--- config.mk ---
export PLATFORM = sky130hd
export DESIGN_NAME = ambs_frame_mod
export DESIGN_NICKNAME = d
export VERILOG_FILES = /design/src/rtl/core/ambs_pkg.sv /design/src/rtl/core/ambs_frame_mod.sv
export SDC_FILE = /design/constraint.sdc
export NUM_CORES = 1
export LEC_CHECK = 0
export BUFFER_PORTS_ARGS = -buffer_cell sky130_fd_sc_hd__buf_2
export CAP_MARGIN = 20
export CORE_MARGIN = 5
export CORE_UTILIZATION = 29
export DETAILED_ROUTE_END_ITERATION = 7
export GPL_TIMING_DRIVEN = 0
export HOLD_SLACK_MARGIN = 0.02
export PLACE_DENSITY = 0.48
export SYNTH_ARGS = -nofsm -noshare
export SYNTH_HDL_FRONTEND = slang
export SYNTH_SLANG_ARGS = --single-unit
--- constraint.sdc ---
create_clock -name clk_i -period 25.4 [get_ports clk_i]
set_clock_uncertainty 0.1 [all_clocks]
set_input_delay 3.81 -clock clk_i [delete_from_list [all_inputs] [get_ports clk_i]]
set_output_delay 3.81 -clock clk_i [all_outputs]
set_load 0.005 [all_outputs]
--- src/rtl/core/ambs_pkg.sv ---
// Shared types and constants for the adaptive median background subtractor.
// Field widths, register codes, mode codes and shadow test limits.
// No dependencies.
`default_nettype none

package ambs_pkg;

  localparam int COLOR_W       = 8;
  localparam int PIXEL_INDEX_W = 17;
  localparam int FRAME_W       = 16;
  localparam int MODE_W        = 2;
  localparam int THR_W         = 8;
  localparam int RATE_W        = 8;
  localparam int LEARN_W       = 16;
  localparam int CFG_INDEX_W   = 2;
  localparam int CFG_DATA_W    = 16;

  localparam int DEF_MAX_PIXELS = 131072;

  // Frame remainder pipeline: bits of the frame number resolved per stage.
  localparam int MOD_BITS   = 4;
  localparam int MOD_STAGES = FRAME_W / MOD_BITS;

  // Shadow test arithmetic.
  localparam int DOT_W             = 2 * COLOR_W + 2;
  localparam int PROD_W            = 2 * DOT_W;
  localparam int LIMIT_W           = DOT_W + 7;
  localparam int SHADOW_DIST_LIMIT = 70;
  localparam int BD_LOW_NUM        = 3;
  localparam int BD_LOW_DEN        = 10;

  localparam logic [THR_W-1:0]   RST_LOW_THRESHOLD   = THR_W'(20);
  localparam logic [RATE_W-1:0]  RST_SAMPLING_RATE   = RATE_W'(2);
  localparam logic [LEARN_W-1:0] RST_LEARNING_FRAMES = LEARN_W'(30);

  typedef logic [CFG_INDEX_W-1:0] cfg_index_t;
  localparam cfg_index_t CFG_LOW_THRESHOLD   = cfg_index_t'(0);
  localparam cfg_index_t CFG_SAMPLING_RATE   = cfg_index_t'(1);
  localparam cfg_index_t CFG_LEARNING_FRAMES = cfg_index_t'(2);

  typedef logic [MODE_W-1:0] mode_t;
  localparam mode_t MODE_LOAD     = mode_t'(0);
  localparam mode_t MODE_SUBTRACT = mode_t'(1);
  localparam mode_t MODE_UPDATE   = mode_t'(2);

  typedef struct packed {
    logic [COLOR_W-1:0] r;
    logic [COLOR_W-1:0] g;
    logic [COLOR_W-1:0] b;
  } pixel_t;

  typedef struct packed {
    mode_t  mode;
    logic   in_range;
    logic   upd_allowed;
    pixel_t pix;
  } item_t;

endpackage

`default_nettype wire

--- src/rtl/core/ambs_frame_mod.sv ---
// Pipelined remainder of frame number by sampling rate, a few bits per stage.
// Flags frames whose remainder is one. Depends on ambs_pkg.
`default_nettype none

module ambs_frame_mod import ambs_pkg::*; (
  input  wire                 clk_i,
  input  wire                 en_i,
  input  wire [FRAME_W-1:0]   frame_i,
  input  wire [RATE_W-1:0]    rate_i,
  output logic                sample_o
);

  function automatic logic [RATE_W-1:0] rem_steps(input logic [RATE_W-1:0]   rem,
                                                  input logic [MOD_BITS-1:0] bits,
                                                  input logic [RATE_W-1:0]   div);
    logic [RATE_W:0]   t;
    logic [RATE_W-1:0] r;
    r = rem;
    for (int i = MOD_BITS - 1; i >= 0; i--) begin
      t = {r, bits[i]};
      if (t >= {1'b0, div}) begin
        t = t - {1'b0, div};
      end
      r = t[RATE_W-1:0];
    end
    return r;
  endfunction

  logic [RATE_W-1:0]  rem_q [MOD_STAGES];
  logic [FRAME_W-1:0] frm_q [MOD_STAGES-1];

  always_ff @(posedge clk_i) begin
    if (en_i) begin
      rem_q[0] <= rem_steps('0, frame_i[FRAME_W-1 -: MOD_BITS], rate_i);
      frm_q[0] <= frame_i;
      for (int j = 1; j < MOD_STAGES; j++) begin
        rem_q[j] <= rem_steps(rem_q[j-1], frm_q[j-1][FRAME_W-1-j*MOD_BITS -: MOD_BITS],
                              rate_i);
      end
      for (int j = 1; j < MOD_STAGES - 1; j++) begin
        frm_q[j] <= frm_q[j-1];
      end
    end
  end

  // A zero rate never samples.
  assign sample_o = (rate_i != '0) && (rem_q[MOD_STAGES-1] == RATE_W'(1));

endmodule

`default_nettype wire

==> results.toml <==
[setup_path]
cpMostUsedCell = "o21ai_0"
slowest_delay_ns = 0.76
critPathMaxFanout = 15
ff2ff_setup_slack_ns = 16.25
r2r-start = "rem_q[1][3]$_DFFE_PP_"
critPathSlowestCell = "inv_1"
worstPathArrival_ns = 13.04
ff2ff_path_depth = 34
crit_type = "in -> reg"
end_kind = "register"
cp.required_ns = 25.36
r2r-end = "rem_q[2][2]$_DFFE_PP_"
start_kind = "primary input"

[route]
avgViaCountPerCell = 5.05
vias = 6190
routed_wirelength_um = 19300
wl_per_cell_um = 15.8
drt_iter0_drc = 243
antenna_left = 0
drc = 0
first_pass_iters = 5

[sta]
hold_viol_final = 0
rsz0062_at_grt = "no"
fin_crit_sh = 0.515
maxSlewHeadroom = 0.286
setup_viol = 0
report.final.slew_viol_count = 0
worstMarginPinSlew_ns = 1.07
max_freq_mhz = 76.5
period_needed_ns = 13.08
setup_tns_ns = 0

[clock_network]
hold_buffers = 0
cts_max_level = 2
path_clk_slew_ns = 0.08
cts_buffers = 5
cts_sinks = 56
clk_latency_ns = 0.31
cts_tree = "done"
root_buffer = "clkbuf_16"
cts_buffer_depth = 2
post_cts_buffers = 0
postCtsResizedCells = 0

[layout]
antenna_cells = 0
fin_util = 0.322
nNetsFinal = 1047
layout-drive-gt1-share = 0.148
stdcell_area_um2 = 8670
fillers = 2835
syn_to_final_growth_pct = 9.61

[yosys]
synth_area_per_cell_um2 = 9.32
ys_async_sr_fraction = 0
ys_ff_latch = 56
yosysWarningCount = 0
ys.flop_type = "edfxtp_1"
syn-cell-area_um2 = 7910
syn_nets = 1011
synthCells = 848
synth.distinct_cells = 68
ys_seq_area_frac = 0.213
synth_edf_count = 56

[run]
max_cap_viol_count = 0

[worst_hold_path]
hold_end = "frm_q[0][33]$_DFFE_PP_"
hold_depth = 0
hp-class = "reg -> reg"
hold_start = "frm_q[0][17]$_DFFE_PP_"

[die]
die_y_um = 175
ioPinCount = 27
initial_core_util = 0.294
dieArea_um2 = 30700
die_x_um = 175
row_count = 60
core_um2 = 26900

[placement]
gp_congestion = 0.786
dpl.hpwl_um = 14700
postPlaceCellArea_um2 = 8500
placement.io_buffers = 26

[global_route]
track_usage = 0.125
overflow = 0
grt_pass1_wl_um = 31300
grt_pass1_vias = 5928
antenna_found_initial = 0
grt_max_degree = 38

[status]
status = "complete, no violations"
-- layout make-up --
| type | instances | area, um^2 | area share |
|---|---|---|---|
| buffer | 4 | 26.3 | 0.00303 |
| inverter | 65 | 244 | 0.0282 |
| clock buffer | 5 | 125 | 0.0144 |
| clock inverter | 3 | 22.5 | 0.00260 |
| sequential | 56 | 1680 | 0.194 |
| tap | 341 | 427 | 0.0492 |
| multi-input combinational | 723 | 5950 | 0.687 |
| timing repair buffer | 29 | 185 | 0.0214 |
-- worst max-delay path, delay by kind of cell --
| family | cells | cell delay (ns) |
|---|---|---|
| AOI/OAI and AO/OA | 18 | 4.71 |
| adders and majority gates | 4 | 1.21 |
| muxes | 3 | 1.16 |
| and+or+nand+nor | 6 | 1.09 |
| buffers and inverters | 4 | 1.04 |
-- worst max-delay path by stage --
stage               startpoint                    end  slack [ns]  cells after the start
floorplan            rate_i[1]  rem_q[1][1]$_DFFE_PP_       13.58                     34
global placement     rate_i[1]  rem_q[2][5]$_DFFE_PP_       11.18                     36
detailed placement   rate_i[2]  rem_q[1][4]$_DFFE_PP_       11.77                     36
CTS                  rate_i[2]  rem_q[1][4]$_DFFE_PP_       12.05                     36
global route         rate_i[1]  rem_q[2][2]$_DFFE_PP_       11.19                     37
finish               rate_i[3]  rem_q[2][2]$_DFFE_PP_       12.32                     35
-- cells in the mapped netlist (5+ instances only) --
master      n  area [um^2]
a21o_1     20          150
mux2_2     61          687
ha_1      122         1530
o21ai_0    40          200
xnor2_1    40          350
nand2_1    42          158
nand2b_1   12         75.1
xor2_1     28          245
mux2i_1    17          170
a21oi_1    69          345
o21a_1     13         97.6
o21bai_1   12         90.1
inv_1      65          244
a211o_1     6         52.6
nor2b_1    19          119
edfxtp_1   56         1680
fa_1       15          300
nor3_1     14         70.1
nand3_1    16         80.1
a21boi_0    9         67.6
nor2_1     67          251
a211oi_1    7         52.6
mux2_4     10          150
nand4_1    16          100
nor3b_1     5         37.5
-- logic make-up (layout without fill, tap and decap cells) --
logic type / after synthesis / after routing / share of synthesized area
muxes: 92 / 92 / 0.133
and+or+nand+nor: 218 / 218 / 0.137
xor gates and xnor gates: 68 / 68 / 0.0753
DFF: 56 / 56 / 0.213
buffers and inverters: 69 / 106 / 0.0342
AOI/OAI and AO/OA: 208 / 208 / 0.176
adders and majority gates: 137 / 137 / 0.231
-- state kept, by name, indices dropped and copies added, names as in the netlist --
signal / flops
frm_q: 24
rem_q: 32
-- cell usage in the layout, fill, tap and decap left out, types with 13 or more instances in the layout --
master,netlist,final
nand2_1,42,42
nor2_1,67,67
mux2i_1,17,17
xnor2_1,40,40
o21a_1,13,13
nor2b_1,19,19
o21ai_0,40,40
nand3_1,16,16
a21o_1,20,20
buf_2,0,26
nand4_1,16,16
xor2_1,28,28
mux2_2,61,61
nor3_1,14,14
edfxtp_1,56,56
inv_1,65,64
ha_1,122,122
fa_1,15,15
a21oi_1,69,69
-- through the flow --
step / hold slack (ns) / setup slack [ns] / instances
2_1_floorplan: 0.300 / 13.58 / 848
3_3_place_gp: 0.304 / 11.18 / 1215
3_5_place_dp: 0.306 / 11.77 / 1217
4_1_cts: 0.325 / 12.05 / 1225
5_1_grt: 0.330 / 11.19 / 1226
6_report: 0.323 / 12.32 / 1226
-- per-layer routing --
| metal | global-route usage | vias to the layer above | part of all wire |
|---|---|---|---|
| met4 | 0.0180 | 0 | 0.0058 |
| met5 | 0 | - | 0 |
| met3 | 0.0136 | 6 | 0.020 |
| li1 | - | 3213 | - |
| met2 | 0.210 | 54 | 0.46 |
| met1 | 0.177 | 2917 | 0.51 |
Power is left out: the tool's default activity adds up to more than one toggle a clock period on the data nets, which glitch-free logic cannot reach.
