`src/rtl/core/ambs_pkg.sv`:
```
// Shared types and constants for the adaptive median background subtractor.
// Field widths, register codes, mode codes and shadow test limits.
// No dependencies.
`default_nettype none

package ambs_pkg;

  localparam int COLOR_W       = 8;
  localparam int PIXEL_INDEX_W = 17;
  localparam int FRAME_W       = 16;
  localparam int MODE_W        = 2;
  localparam int THR_W         = 8;
  localparam int RATE_W        = 8;
  localparam int LEARN_W       = 16;
  localparam int CFG_INDEX_W   = 2;
  localparam int CFG_DATA_W    = 16;

  localparam int DEF_MAX_PIXELS = 131072;

  // Frame remainder pipeline: bits of the frame number resolved per stage.
  localparam int MOD_BITS   = 4;
  localparam int MOD_STAGES = FRAME_W / MOD_BITS;

  // Shadow test arithmetic.
  localparam int DOT_W             = 2 * COLOR_W + 2;
  localparam int PROD_W            = 2 * DOT_W;
  localparam int LIMIT_W           = DOT_W + 7;
  localparam int SHADOW_DIST_LIMIT = 70;
  localparam int BD_LOW_NUM        = 3;
  localparam int BD_LOW_DEN        = 10;

  localparam logic [THR_W-1:0]   RST_LOW_THRESHOLD   = THR_W'(20);
  localparam logic [RATE_W-1:0]  RST_SAMPLING_RATE   = RATE_W'(2);
  localparam logic [LEARN_W-1:0] RST_LEARNING_FRAMES = LEARN_W'(30);

  typedef logic [CFG_INDEX_W-1:0] cfg_index_t;
  localparam cfg_index_t CFG_LOW_THRESHOLD   = cfg_index_t'(0);
  localparam cfg_index_t CFG_SAMPLING_RATE   = cfg_index_t'(1);
  localparam cfg_index_t CFG_LEARNING_FRAMES = cfg_index_t'(2);

  typedef logic [MODE_W-1:0] mode_t;
  localparam mode_t MODE_LOAD     = mode_t'(0);
  localparam mode_t MODE_SUBTRACT = mode_t'(1);
  localparam mode_t MODE_UPDATE   = mode_t'(2);

  typedef struct packed {
    logic [COLOR_W-1:0] r;
    logic [COLOR_W-1:0] g;
    logic [COLOR_W-1:0] b;
  } pixel_t;

  typedef struct packed {
    mode_t  mode;
    logic   in_range;
    logic   upd_allowed;
    pixel_t pix;
  } item_t;

endpackage

`default_nettype wire

```
`src/rtl/core/ambs_classify.sv`:
```
// Threshold and shadow classification: dot products, then products, then compare.
// Two register stages; results read from the second. Depends on ambs_pkg.
`default_nettype none

module ambs_classify import ambs_pkg::*; (
  input  wire              clk_i,
  input  wire              en_i,
  input  wire              sub_i,
  input  pixel_t           pix_i,
  input  pixel_t           model_i,
  input  wire [THR_W-1:0]  thr_i,
  output logic             fg_o,
  output logic             sh_o
);

  function automatic logic [DOT_W-1:0] dot3(input pixel_t a, input pixel_t b);
    logic [2*COLOR_W-1:0] pr;
    logic [2*COLOR_W-1:0] pg;
    logic [2*COLOR_W-1:0] pb;
    pr = a.r * b.r;
    pg = a.g * b.g;
    pb = a.b * b.b;
    return DOT_W'(pr) + DOT_W'(pg) + DOT_W'(pb);
  endfunction

  function automatic logic [COLOR_W-1:0] absdiff(input logic [COLOR_W-1:0] a,
                                                 input logic [COLOR_W-1:0] b);
    return (a > b) ? a - b : b - a;
  endfunction

  logic [DOT_W-1:0]   p_q, q_q, ff_q;
  logic               bg_q, sub_q;
  logic [PROD_W-1:0]  qff_q, psq_q;
  logic [LIMIT_W-1:0] q70_q;
  logic               pre_q, bg2_q, sub2_q;

  logic               bg_d;
  logic [DOT_W+3:0]   p10;
  logic [DOT_W+3:0]   q3;
  logic               pre_d;

  always_comb begin
    bg_d = (absdiff(pix_i.r, model_i.r) <= thr_i) &&
           (absdiff(pix_i.g, model_i.g) <= thr_i) &&
           (absdiff(pix_i.b, model_i.b) <= thr_i);
    p10   = (DOT_W+4)'(p_q) * (DOT_W+4)'(BD_LOW_DEN);
    q3    = (DOT_W+4)'(q_q) * (DOT_W+4)'(BD_LOW_NUM);
    // Brightness ratio strictly between 0.3 and 1, black background excluded.
    pre_d = sub_q && (q_q != '0) && (p_q < q_q) && (p10 > q3);
  end

  always_ff @(posedge clk_i) begin
    if (en_i) begin
      p_q    <= dot3(pix_i, model_i);
      q_q    <= dot3(model_i, model_i);
      ff_q   <= dot3(pix_i, pix_i);
      bg_q   <= bg_d;
      sub_q  <= sub_i;
      qff_q  <= PROD_W'(q_q) * PROD_W'(ff_q);
      psq_q  <= PROD_W'(p_q) * PROD_W'(p_q);
      q70_q  <= LIMIT_W'(q_q) * LIMIT_W'(SHADOW_DIST_LIMIT);
      pre_q  <= pre_d;
      bg2_q  <= bg_q;
      sub2_q <= sub_q;
    end
  end

  // Q*|f|^2 >= P^2 always, so the difference never wraps.
  assign sh_o = pre_q && ((qff_q - psq_q) < PROD_W'(q70_q));
  assign fg_o = sub2_q && !bg2_q && !sh_o;

endmodule

`default_nettype wire

```
`config.mk`:
```
export PLATFORM = sky130hd
export DESIGN_NAME = ambs_classify
export DESIGN_NICKNAME = d
export VERILOG_FILES = /design/src/rtl/core/ambs_pkg.sv /design/src/rtl/core/ambs_classify.sv
export SDC_FILE = /design/constraint.sdc
export NUM_CORES = 2
export LEC_CHECK = 0
export ABC_CLOCK_PERIOD_IN_PS = 8300
export BUFFER_PORTS_ARGS = -buffer_cell sky130_fd_sc_hd__buf_2
export CORE_MARGIN = 4
export CORE_UTILIZATION = 50
export DETAILED_ROUTE_END_ITERATION = 7
export GPL_ROUTABILITY_DRIVEN = 1
export HOLD_SLACK_MARGIN = 0.05
export PLACE_DENSITY = 0.65
export SETUP_SLACK_MARGIN = 0.1
export SYNTH_ARGS = -nofsm -noshare
export SYNTH_HDL_FRONTEND = slang
export SYNTH_SLANG_ARGS = --single-unit
```
`constraint.sdc`:
```
create_clock -name clk_i -period 8.3 [get_ports clk_i]
set_input_delay 0.83 -clock clk_i [delete_from_list [all_inputs] [get_ports clk_i]]
set_output_delay 0.83 -clock clk_i [all_outputs]
set_load 0.005 [all_outputs]
```
==> flow_metrics.env <==
export IMPL_result_of_the_run="complete, no violations"
export IMPL_yosys_most_used_dff="sky130_fd_sc_hd__edfxtp_1"
export IMPL_grt_max_degree=67
export IMPL_synth_enable_flop_cells=154
export IMPL_detailedRoute_firstPassIterationCount=5
export IMPL_critPathLaunchType="input pin"
export IMPL_cts_resized=0
export IMPL_synth_seq_cells=154
export IMPL_worst_r2r_startpoint="p_q[15]$_DFFE_PP_"
export IMPL_timing_clock_skew_ns=0.0171
export IMPL_first_global_vias=38957
export IMPL_die_area_sq_um=106000
export IMPL_multiInputGateArea_sq_um=39600
export IMPL_die_height_um=326
export IMPL_avgRoutedWirePerCell_um=19.3
export IMPL_io_pins=61
export IMPL_criticalPathCategory="in -> reg"
export IMPL_maxSlewViolCount=0
export IMPL_detail_route_wirelength_um=133000
export IMPL_cts_hold_buffers_added=0
export IMPL_hp_class="reg -> reg"
export IMPL_setup_tns_final_ns=0
export IMPL_net_count_of_the_finished_layout=7307
export IMPL_cp_startpoint="pix_i[2]"
export IMPL_antenna_violating_nets_post_route=0
export IMPL_placed_cells_incl_taps=6841
export IMPL_end_kind="register"
export IMPL_post_place_ws_ns=0.607
export IMPL_clk_insertion_delay_late_ns=0.48
export IMPL_setup_slack_ns=1.03
export IMPL_critPathRequiredTime_ns=8.62
export IMPL_starting_density_pct=50.4
export IMPL_cts_inserted_buffers=17
export IMPL_cts_sink_count=154
export IMPL_critical_path_max_fanout=11
export IMPL_area_growth_syn_to_layout_pct=5.18
export IMPL_placementRows=116
export IMPL_clk_pin_slew_worst_paths_ns=0.08
export IMPL_layout_cells_non_filler=6874
export IMPL_clock_tree_root_cell="sky130_fd_sc_hd__clkbuf_16"
export IMPL_fin_hold_ws_ns=0.437
export IMPL_syn_avg_cell_area_sq_um=9.10
export IMPL_gpl_final_weighted_congestion=0.936
export IMPL_layout_area_seq_sq_um=4620
export IMPL_drv_cap=0
export IMPL_globalRouteOverflowTotal=0
export IMPL_mappedNetlistArea_sq_um=50400
export IMPL_chipWidth_um=326
export IMPL_postSynthNetCount=7286
export IMPL_timing_final_hold_violations=0
export IMPL_min_period_ns=7.27
export IMPL_setup_viol=0
export IMPL_synth_warning_count=0
export IMPL_core_region_area_sq_um=100000
export IMPL_clk_path_buf_depth=2
export IMPL_worst_pin_slew_ns=1.13
export IMPL_globalRouteTotalUtil_pct=25.7
export IMPL_detailedPlacementHpwl_um=113000
export IMPL_cts_tree="yes"
export IMPL_numPortBuffers=60
export IMPL_grt_first_pass_wirelength_um=213000
export IMPL_drt_vias_per_instance=5.29
export IMPL_timing_critical_path_arrival_ns=7.59
export IMPL_post_route_cells_drive_above_1_share_pct=4.07
export IMPL_syn_inst=5541
export IMPL_achievable_frequency_ghz=0.137
export IMPL_drtIter0Drc=2223
export IMPL_postCtsSetupRepairBufs=0
export IMPL_asyncSetResetFlopFracSynth_pct=0
export IMPL_grt_antenna_before_repair=1
export IMPL_synth_seq_area_share_pct=9.17
export IMPL_num_vias=36381
export IMPL_post_route_drc_violation_count=0
export IMPL_h_tree_depth=4
export IMPL_timing_slew_headroom_pct=24.5
export IMPL_fillers=9367
export IMPL_rsz0062_at_grt="false"
export IMPL_timing_hold_worst_start="bg_q$_DFFE_PP_"
export IMPL_post_synth_num_cell_types=87
export IMPL_fin_crit_sh_pct=87.6
-- cells in the mapped netlist (15+ instances only) --
library cell               instances  share of area [%]
sky130_fd_sc_hd__fa_1            922                 37
sky130_fd_sc_hd__o21ai_1          16               0.16
sky130_fd_sc_hd__a21o_1           87                1.3
sky130_fd_sc_hd__o21bai_1         22               0.33
sky130_fd_sc_hd__o21a_1           37               0.55
sky130_fd_sc_hd__nand3_1          36               0.36
sky130_fd_sc_hd__ha_1            764                 19
sky130_fd_sc_hd__edfxtp_1        154                9.2
sky130_fd_sc_hd__nor2b_1          37               0.46
sky130_fd_sc_hd__a211oi_1         25               0.37
sky130_fd_sc_hd__a21oi_1         163                1.6
sky130_fd_sc_hd__clkinv_1         17               0.13
sky130_fd_sc_hd__o21ai_0          98               0.97
sky130_fd_sc_hd__xor2_1           54               0.94
sky130_fd_sc_hd__clkbuf_1        135                1.0
sky130_fd_sc_hd__nand2_1         476                3.5
sky130_fd_sc_hd__inv_1          1478                 11
sky130_fd_sc_hd__and3_1           17               0.21
sky130_fd_sc_hd__or2_2            15               0.19
sky130_fd_sc_hd__nand2b_1         25               0.31
sky130_fd_sc_hd__and2_1          222                2.8
sky130_fd_sc_hd__xnor2_1         139                2.4
sky130_fd_sc_hd__nor2_1          338                2.5
sky130_fd_sc_hd__nand4_1          26               0.32
sky130_fd_sc_hd__nor3_1           39               0.39
-- metal layers --
layer,share of wire [%],global-route usage (%),routed length [um],vias to the layer above
met5,0.014,0,19,-
met4,3.8,8.70,5110,2
met3,4.8,2.70,6440,214
met2,48,43.8,63600,936
met1,43,34.3,57700,18283
li1,-,-,-,16946
-- layout make-up --
| class | count | area share, % |
|---|---|---|
| multi-input combinational | 3745 | 74.7 |
| inverter | 1504 | 10.6 |
| sequential | 154 | 8.72 |
| tap | 1298 | 3.06 |
| timing repair buffer | 140 | 1.71 |
| clock buffer | 17 | 0.802 |
| clock inverter | 15 | 0.323 |
| antenna | 1 | 0.00472 |
-- flip-flops by register name (all words and copies together) (netlist names) --
| signal | count |
|---|---|
| qff_q | 36 |
| psq_q | 35 |
| q70_q | 24 |
| ff_q | 18 |
| p_q | 18 |
| q_q | 18 |
| bg2_q | 1 |
| bg_q | 1 |
| pre_q | 1 |
| sub2_q | 1 |
| sub_q | 1 |
-- worst max-delay path, stage by stage --
cell and delay [ns]:
sky130_fd_sc_hd__buf_2 0.26, sky130_fd_sc_hd__clkinv_1 0.42, sky130_fd_sc_hd__ha_1 0.35, sky130_fd_sc_hd__or2_2 0.29
sky130_fd_sc_hd__ha_1 0.28, sky130_fd_sc_hd__inv_1 0.05, sky130_fd_sc_hd__fa_1 0.47, sky130_fd_sc_hd__inv_1 0.05
sky130_fd_sc_hd__fa_1 0.50, sky130_fd_sc_hd__inv_1 0.06, sky130_fd_sc_hd__fa_1 0.53, sky130_fd_sc_hd__inv_1 0.05
sky130_fd_sc_hd__fa_1 0.47, sky130_fd_sc_hd__inv_1 0.05, sky130_fd_sc_hd__fa_1 0.47, sky130_fd_sc_hd__inv_1 0.04
sky130_fd_sc_hd__ha_1 0.30, sky130_fd_sc_hd__nor2b_1 0.14, sky130_fd_sc_hd__o21ai_1 0.16, sky130_fd_sc_hd__a21boi_1 0.11
sky130_fd_sc_hd__o21ai_1 0.17, sky130_fd_sc_hd__a21boi_0 0.14, sky130_fd_sc_hd__o21ai_1 0.17, sky130_fd_sc_hd__a21oi_1 0.10
sky130_fd_sc_hd__o41ai_1 0.51, sky130_fd_sc_hd__or4b_1 0.50, sky130_fd_sc_hd__o211ai_1 0.11
-- cell usage in the layout, fill, tap and decap left out, types with 59 or more instances in the layout --
| cell | n |
|---|---|
| sky130_fd_sc_hd__nand2_1 | 476 |
| sky130_fd_sc_hd__buf_4 | 80 |
| sky130_fd_sc_hd__o21ai_0 | 98 |
| sky130_fd_sc_hd__a21oi_1 | 163 |
| sky130_fd_sc_hd__edfxtp_1 | 154 |
| sky130_fd_sc_hd__ha_1 | 764 |
| sky130_fd_sc_hd__fa_1 | 922 |
| sky130_fd_sc_hd__a21o_1 | 87 |
| sky130_fd_sc_hd__and2_1 | 222 |
| sky130_fd_sc_hd__xnor2_1 | 139 |
| sky130_fd_sc_hd__nor2_1 | 338 |
| sky130_fd_sc_hd__buf_2 | 59 |
| sky130_fd_sc_hd__inv_1 | 1478 |
-- path summary, 6_finish.rpt --
kind                         endpoint  slack, ns  depth (start not counted)
hold / removal        bg2_q$_DFFE_PP_       0.44                          0
setup reg to reg  psq_q[34]$_DFFE_PP_       1.13                         22
setup / recovery   ff_q[17]$_DFFE_PP_       1.03                         27
hold reg to reg       bg2_q$_DFFE_PP_       0.44                          0
-- cell families (layout without fill, tap and decap cells) --
group / after synthesis / count (layout) / synth area share (%)
flops: 154 / 154 / 9.17
xor+xnor: 193 / 193 / 3.35
buf+inv: 1642 / 1676 / 12.2
fa+ha+maj: 1686 / 1686 / 55.5
compound gates: 569 / 569 / 7.43
mux: 23 / 23 / 0.479
other cells: 0 / 1 / 0
simple gates: 1274 / 1274 / 11.8
-- through the flow --
step / instance area, sq um / util (%)
floorplan: 50400 / -
detailed placement: 52400 / 52.4
CTS: 53000 / 53.0
global route: 53000 / 53.0
global placement: 52400 / 52.4
finish: 53000 / 53.0
Power is left out: the tool's default activity adds up to more than one toggle a clock period on the data nets, which glitch-free logic cannot reach.
